### config.mk
export PLATFORM = sky130hd
export DESIGN_NAME = button_edge_autorepeat
export DESIGN_NICKNAME = d
export VERILOG_FILES = /design/src/design/bea_pkg.sv /design/src/design/button_edge_autorepeat.sv /design/src/design/bea_lane.sv /design/src/design/bea_out_buf.sv
export SDC_FILE = /design/constraint.sdc
export NUM_CORES = 1
export LEC_CHECK = 0
export ABC_AREA = 1
export BUFFER_PORTS_ARGS = -buffer_cell sky130_fd_sc_hd__buf_2
export CAP_MARGIN = 30
export CORE_MARGIN = 3
export CORE_UTILIZATION = 61
export CTS_CLUSTER_SIZE = 25
export DETAILED_ROUTE_END_ITERATION = 8
export MAX_ROUTING_LAYER = met4
export PLACE_DENSITY = 0.81
export SLEW_MARGIN = 30
export SYNTH_ARGS = -nofsm -noshare
export SYNTH_HDL_FRONTEND = slang
export SYNTH_SLANG_ARGS = --single-unit
### constraint.sdc
create_clock -name clk -period 1.8 [get_ports clk]
set_clock_uncertainty 0.05 [all_clocks]
set_input_delay 0.09 -clock clk [delete_from_list [all_inputs] [get_ports clk]]
set_output_delay 0.09 -clock clk [all_outputs]
set_load 0.05 [all_outputs]
### src/design/bea_pkg.sv
// shared types and constants for the button edge and auto-repeat block
package bea_pkg;

	localparam int LINE_W = 8;
	localparam int TIMER_W = 8;
	localparam int CFG_DATA_W = 8;
	localparam int CFG_INDEX_W = 1;

	localparam logic [CFG_INDEX_W-1:0] REG_REPEAT_DELAY = 1'd0;
	localparam logic [CFG_INDEX_W-1:0] REG_REPEAT_RATE = 1'd1;

	localparam logic [TIMER_W-1:0] REPEAT_DELAY_RST = 8'd15;
	localparam logic [TIMER_W-1:0] REPEAT_RATE_RST = 8'd4;

	typedef struct packed {
		logic [TIMER_W-1:0] delay;
		logic [TIMER_W-1:0] rate;
	} timer_cfg_t;

	typedef struct packed {
		logic accept;
		logic raw;
		logic prev;
	} lane_ctl_t;

	typedef struct packed {
		logic [LINE_W-1:0] held;
		logic [LINE_W-1:0] pressed;
		logic [LINE_W-1:0] released;
		logic [LINE_W-1:0] repeats;
	} result_t;

endpackage

### src/design/button_edge_autorepeat.sv
// top level: button edge detector with per-button auto-repeat
//
// usage
// - in channel: in_valid / in_ready carry one frame sample raw_buttons per item,
//   bit set means pressed
// - out channel: out_valid / out_ready carry one result item per input item:
//   held_mask, pressed_mask, released_mask, repeat_mask
// - config: cfg_we with cfg_index selects repeat_delay (0) or repeat_rate (1),
//   written from cfg_data; other indexes are dropped; write only while idle
// - latency: a result is valid the cycle after its sample is accepted
// - throughput: one item per cycle while out_ready is high; every button has its own timer lane and
//   all lanes step in the same cycle, the output register is the only stage
// - stall: while out_ready is low the result stays in the output register and
//   in_ready drops; in_ready rises again in the cycle the result is taken
// - reset: timers and previous sample clear to zero, repeat_delay = 15,
//   repeat_rate = 4, output register empty
// - lines at or above BUTTON_COUNT are masked off and read as zero
module button_edge_autorepeat #(
	parameter int BUTTON_COUNT = 8
) (
	input  logic                               clk,
	input  logic                               arst_n,
	input  logic                               in_valid,
	output logic                               in_ready,
	input  logic [bea_pkg::LINE_W-1:0]         raw_buttons,
	output logic                               out_valid,
	input  logic                               out_ready,
	output logic [bea_pkg::LINE_W-1:0]         held_mask,
	output logic [bea_pkg::LINE_W-1:0]         pressed_mask,
	output logic [bea_pkg::LINE_W-1:0]         released_mask,
	output logic [bea_pkg::LINE_W-1:0]         repeat_mask,
	input  logic                               cfg_we,
	input  logic [bea_pkg::CFG_INDEX_W-1:0]    cfg_index,
	input  logic [bea_pkg::CFG_DATA_W-1:0]     cfg_data
);
	import bea_pkg::*;

	// only the lines the fields carry exist
	localparam int LANES = (BUTTON_COUNT < LINE_W) ? BUTTON_COUNT : LINE_W;

	timer_cfg_t        cfg_q;
	logic [LINE_W-1:0] prev_q;
	logic [LINE_W-1:0] active;
	logic [LINE_W-1:0] raw;
	logic [LINE_W-1:0] fire;
	logic              accept;
	result_t           merged;
	result_t           result;

	// configuration registers
	always_ff @(posedge clk or negedge arst_n) begin
		if (!arst_n) begin
			cfg_q.delay <= REPEAT_DELAY_RST;
			cfg_q.rate <= REPEAT_RATE_RST;
		end else if (cfg_we) begin
			case (cfg_index)
				REG_REPEAT_DELAY: cfg_q.delay <= cfg_data[TIMER_W-1:0];
				REG_REPEAT_RATE: cfg_q.rate <= cfg_data[TIMER_W-1:0];
				default: ;
			endcase
		end
	end

	// mask of lines that have a button
	always_comb begin
		for (int i = 0; i < LINE_W; i++) begin
			active[i] = (i < LANES);
		end
	end

	assign raw = raw_buttons & active;
	assign accept = in_valid && in_ready;

	// previous frame sample
	always_ff @(posedge clk or negedge arst_n) begin
		if (!arst_n) begin
			prev_q <= '0;
		end else if (accept) begin
			prev_q <= raw;
		end
	end

	// one timer lane per button
	for (genvar g = 0; g < LINE_W; g++) begin : g_lane
		if (g < LANES) begin : g_on
			lane_ctl_t ctl;

			assign ctl.accept = accept;
			assign ctl.raw = raw[g];
			assign ctl.prev = prev_q[g];

			bea_lane u_lane (
				.clk    (clk),
				.arst_n (arst_n),
				.cfg    (cfg_q),
				.ctl    (ctl),
				.fire   (fire[g])
			);
		end else begin : g_off
			assign fire[g] = 1'b0;
		end
	end

	// merge lane results with the edge masks
	always_comb begin
		merged.held = raw;
		merged.pressed = raw & ~prev_q;
		merged.released = ~raw & prev_q;
		merged.repeats = fire;
	end

	bea_out_buf u_out (
		.clk       (clk),
		.arst_n    (arst_n),
		.load      (accept),
		.data_in   (merged),
		.can_load  (in_ready),
		.out_valid (out_valid),
		.out_ready (out_ready),
		.data_out  (result)
	);

	assign held_mask = result.held;
	assign pressed_mask = result.pressed;
	assign released_mask = result.released;
	assign repeat_mask = result.repeats;

endmodule

### src/design/bea_lane.sv
// one button lane: repeat countdown timer and repeat pulse
module bea_lane (
	input  logic                clk,
	input  logic                arst_n,
	input  bea_pkg::timer_cfg_t cfg,
	input  bea_pkg::lane_ctl_t  ctl,
	output logic                fire
);
	import bea_pkg::*;

	logic [TIMER_W-1:0] count_q;
	logic [TIMER_W-1:0] count_d;

	always_comb begin
		fire = 1'b0;
		if (!ctl.raw) begin
			count_d = '0;
		end else if (!ctl.prev) begin
			count_d = cfg.delay;
		end else if (count_q != '0) begin
			count_d = count_q - TIMER_W'(1);
		end else begin
			fire = 1'b1;
			count_d = cfg.rate;
		end
	end

	always_ff @(posedge clk or negedge arst_n) begin
		if (!arst_n) begin
			count_q <= '0;
		end else if (ctl.accept) begin
			count_q <= count_d;
		end
	end

endmodule

### src/design/bea_out_buf.sv
// output register holding one result item until the receiver takes it
module bea_out_buf (
	input  logic             clk,
	input  logic             arst_n,
	input  logic             load,
	input  bea_pkg::result_t data_in,
	output logic             can_load,
	output logic             out_valid,
	input  logic             out_ready,
	output bea_pkg::result_t data_out
);
	import bea_pkg::*;

	logic    valid_q;
	result_t data_q;

	// free when empty or the held item leaves this cycle
	assign can_load = !valid_q || out_ready;
	assign out_valid = valid_q;
	assign data_out = data_q;

	always_ff @(posedge clk or negedge arst_n) begin
		if (!arst_n) begin
			valid_q <= 1'b0;
		end else if (load) begin
			valid_q <= 1'b1;
		end else if (out_ready) begin
			valid_q <= 1'b0;
		end
	end

	always_ff @(posedge clk) begin
		if (load) begin
			data_q <= data_in;
		end
	end

endmodule
==> flow_metrics.py <==
metrics = {
    "status": {
        "outcome": "finished, final reports clean",
    },
    "synth": {
        "synthCells": 911,
        "synth-edff-count": 32,
        "async_flop_share_pct": 73.6,
        "synthDistinctLibCells": 34,
        "synth-seq-cells": 121,
        "synthesis.nets": 949,
        "syn-cell-area_um2": 7280,
        "synth-warning-count": 0,
        "ys_seq_area_share_pct": 43.9,
        "avgSynthCellArea_um2": 7.99,
        "ys.flop_type": "dfrtp_1",
    },
    "die": {
        "start_util_pct": 63.2,
        "rows": 39,
        "fp.dieH_um": 115,
        "die_w_um": 115,
        "io_pins": 56,
        "dieArea_um2": 13300,
        "core_um2": 11500,
    },
    "worst_setup_path": {
        "worstPathMaxFanout": 6,
        "startpoint_type": "flop",
        "critical_path_class": "flop to flop",
        "arrival_ns": 1.88,
        "crit_required_ns": 2.10,
        "cp-end-kind": "flop",
    },
    "clocking": {
        "cts_buffer_depth": 2,
        "root_buffer": "clkbuf_16",
        "cts.sinks": 121,
        "clk_latency_ns": 0.42,
        "cts_buffers": 17,
        "cts_tree": "built",
        "clk_pin_slew_ns": 0.06,
        "htree_levels": 4,
    },
    "routing": {
        "viasPerCell": 5.62,
        "routedWlPerCell_um": 15.9,
        "drtPass1Iterations": 5,
        "wl_mm": 18.2,
        "ant_nets": 0,
        "num_vias": 6426,
        "drc": 0,
        "drt_iter0_drc": 622,
    },
    "power": {
        "internal-power_mw": 6.29,
        "switching_share_pct": 34.4,
        "p_per_area_nw_per_um2": 1130,
        "combPwrFrac_pct": 25.1,
        "netSwitchingPower_mw": 3.30,
        "clkPwrFrac_pct": 36.0,
        "total_power_mw": 9.60,
        "ir_worst_vdd_mv": 0.729,
        "leakage_nw": 4.19,
        "pwr-share-seq_pct": 38.9,
    },
    "global_route": {
        "grt_pass1_vias": 6230,
        "antenna_found_initial": 0,
        "grt_busiest_layer": "met2",
        "grt_util_met2_pct": 46.6,
        "met1_usage_pct": 38.5,
        "use_met3_pct": 8.21,
        "grt_overflow_total": 0,
        "grt_max_degree": 52,
        "grt_pass1_wl_mm": 30.3,
        "grt.total_usage_pct": 30.2,
    },
    "sta": {
        "hold_violations": 0,
        "fin_crit_sh_pct": 88.2,
        "slew_headroom_pct": 59.3,
        "drv_slew": 0,
        "tns_ns": 0,
        "finalSetupViolCount": 0,
        "worstMarginPinSlew_ns": 0.610,
        "fmax_mhz": 630,
        "rsz0062_at_grt": "false",
        "period_needed_ns": 1.59,
    },
    "run": {
        "maxCapViolations": 0,
    },
    "placed_design": {
        "portBuffers": 55,
        "routabilityCongestion": 0.920,
        "post-dp-hpwl_mm": 11.5,
    },
    "final_layout": {
        "diodes": 0,
        "fillers": 867,
        "area_delta_synth_final_pct": 17.0,
        "nets": 1025,
        "drive_gt1_share_pct": 18.8,
    },
    "worst_hold_path": {
        "min_path_type": "primary input to asynchronous set/reset pin",
    },
}
==> flip-flops by register name (all words and copies together), names as in the netlist <==
name and count:
cfg_q 16, g_lane.g_on.u_lane.count_q 64, prev_q 8, u_out.data_out 32, u_out.out_valid 1
==> cells in the mapped netlist, types with 7 or more instances <==
cell,number,area (um^2)
dfrtp_1,84,2100
nand2_2,7,43.8
o21ai_0,28,140
ha_1,16,200
nor2_8,7,140
buf_2,12,60.1
a22oi_2,12,150
inv_4,7,43.8
nand3_1,60,300
a21oi_1,142,711
nand2_1,182,683
nor2_4,7,78.8
o21ai_1,18,90.1
edfxtp_1,32,961
a21oi_2,11,96.3
nand3_2,9,90.1
inv_1,94,353
nor2_2,17,106
a22oi_1,7,52.6
clkbuf_1,11,41.3
nor2_1,100,375
==> critical path, stage by stage (launching register included) <==
cell     delay [ns]
dfrtp_1        0.39
inv_1          0.10
ha_1           0.24
inv_1          0.05
nor2_1         0.08
nand4_1        0.24
nand3_1        0.17
nand2_1        0.06
a21oi_1        0.13
==> per-stage QoR <==
stage               worst slack, ns  hold slack (ns)  cells  instance area, um^2  utilization, %
floorplan                    0.0886           -0.256    911                 7290               -
global placement              0.300          -0.0286   1093                 7720            67.1
detailed placement            0.276          -0.0225   1093                 7720            67.1
CTS                           0.222           0.0813   1143                 8520            73.9
finish                        0.213           0.0742   1143                 8520            73.9
global route                 0.0117           0.0870   1143                 8520            73.9
==> logic make-up after synthesis <==
family          share of synthesized area [%]
simple gates                             27.3
buf+inv                                  7.26
xor+xnor                                 1.32
fa+ha+maj                                2.75
compound gates                           17.4
flops                                    43.9
==> worst paths after layout <==
kind                                                               from                                      endpoint  slack, ns  cells past startpoint
min                                                              arst_n  g_lane[5].g_on.u_lane.count_q[5]$_DFFE_PN0P_       0.07                      2
max in group asynchronous                                        arst_n  g_lane[1].g_on.u_lane.count_q[5]$_DFFE_PN0P_       0.98                      3
min reg2reg                                        cfg_q[0]$_DFFE_PN0P_                          cfg_q[0]$_DFFE_PN0P_       0.43                      2
max                        g_lane[4].g_on.u_lane.count_q[0]$_DFFE_PN0P_  g_lane[4].g_on.u_lane.count_q[7]$_DFFE_PN0P_       0.21                      8
max reg2reg                g_lane[4].g_on.u_lane.count_q[0]$_DFFE_PN0P_  g_lane[4].g_on.u_lane.count_q[7]$_DFFE_PN0P_       0.21                      8
min in group clk                                                 cfg_we                          cfg_q[2]$_DFFE_PN1P_       0.16                      4
==> per-layer routing <==
metal	up-vias	routed length, um	share of wire (%)
met5	-	0	0
met4	0	371	2.0
met3	38	1200	6.6
met2	210	8540	47
met1	3004	8080	44
li1	3174	-	-
==> area by class of cell <==
cell class                      count  area, um^2  share of cell area (%)
Multi-Input combinational cell    660        3570                    41.9
Timing Repair Buffer               82         551                    6.46
Clock inverter                      9        81.3                   0.955
Clock buffer                       23         532                    6.24
Inverter                          105         412                    4.83
Sequential cell                   121        3190                    37.5
Tap cell                          143         179                    2.10
==> power groups by stage <==
stage / combinational [mW] / sequential, mW / clock [mW]
finish: 2.41 / 3.73 / 3.46
global route: 2.72 / 3.78 / 3.60
CTS: 2.40 / 3.72 / 3.47
detailed placement: 2.34 / 3.76 / 0
global placement: 2.28 / 3.74 / 0
floorplan: 1.71 / 3.78 / 0
==> repair_timing <==
| action | in CTS | in global routing |
|---|---|---|
| endpoints found under the hold margin | 126 | 0 |
| gates resized for setup | 0 | 0 |
| hold buffers | 18 | 0 |
| buffers inserted | 0 | 0 |
==> layout by cell type (no fill, tap or decap), types with 2 or more instances in the layout <==
master	count
inv_1	94
inv_4	9
nand4_1	5
nand3_1	60
nand2_4	6
a22oi_2	12
a21oi_1	142
and2_1	6
buf_12	2
clkbuf_16	20
edfxtp_1	32
clkbuf_8	2
nor2_8	7
o21ai_1	18
nor2_4	7
dfstp_2	5
dlygate4sd3_1	18
o21ai_0	28
nor2_2	17
dfrtp_1	84
a21boi_0	2
a22oi_1	7
buf_2	54
clkinvlp_4	2
inv_2	4
clkinv_2	3
nand2_2	6
nand3b_1	5
nand2_1	181
ha_1	16
xor2_1	5
nand3_2	9
xnor2_1	6
a21oi_2	11
nor2_1	100
buf_4	8
nor3_2	2
No activity file was read; power rests on OpenSTA's default activity.
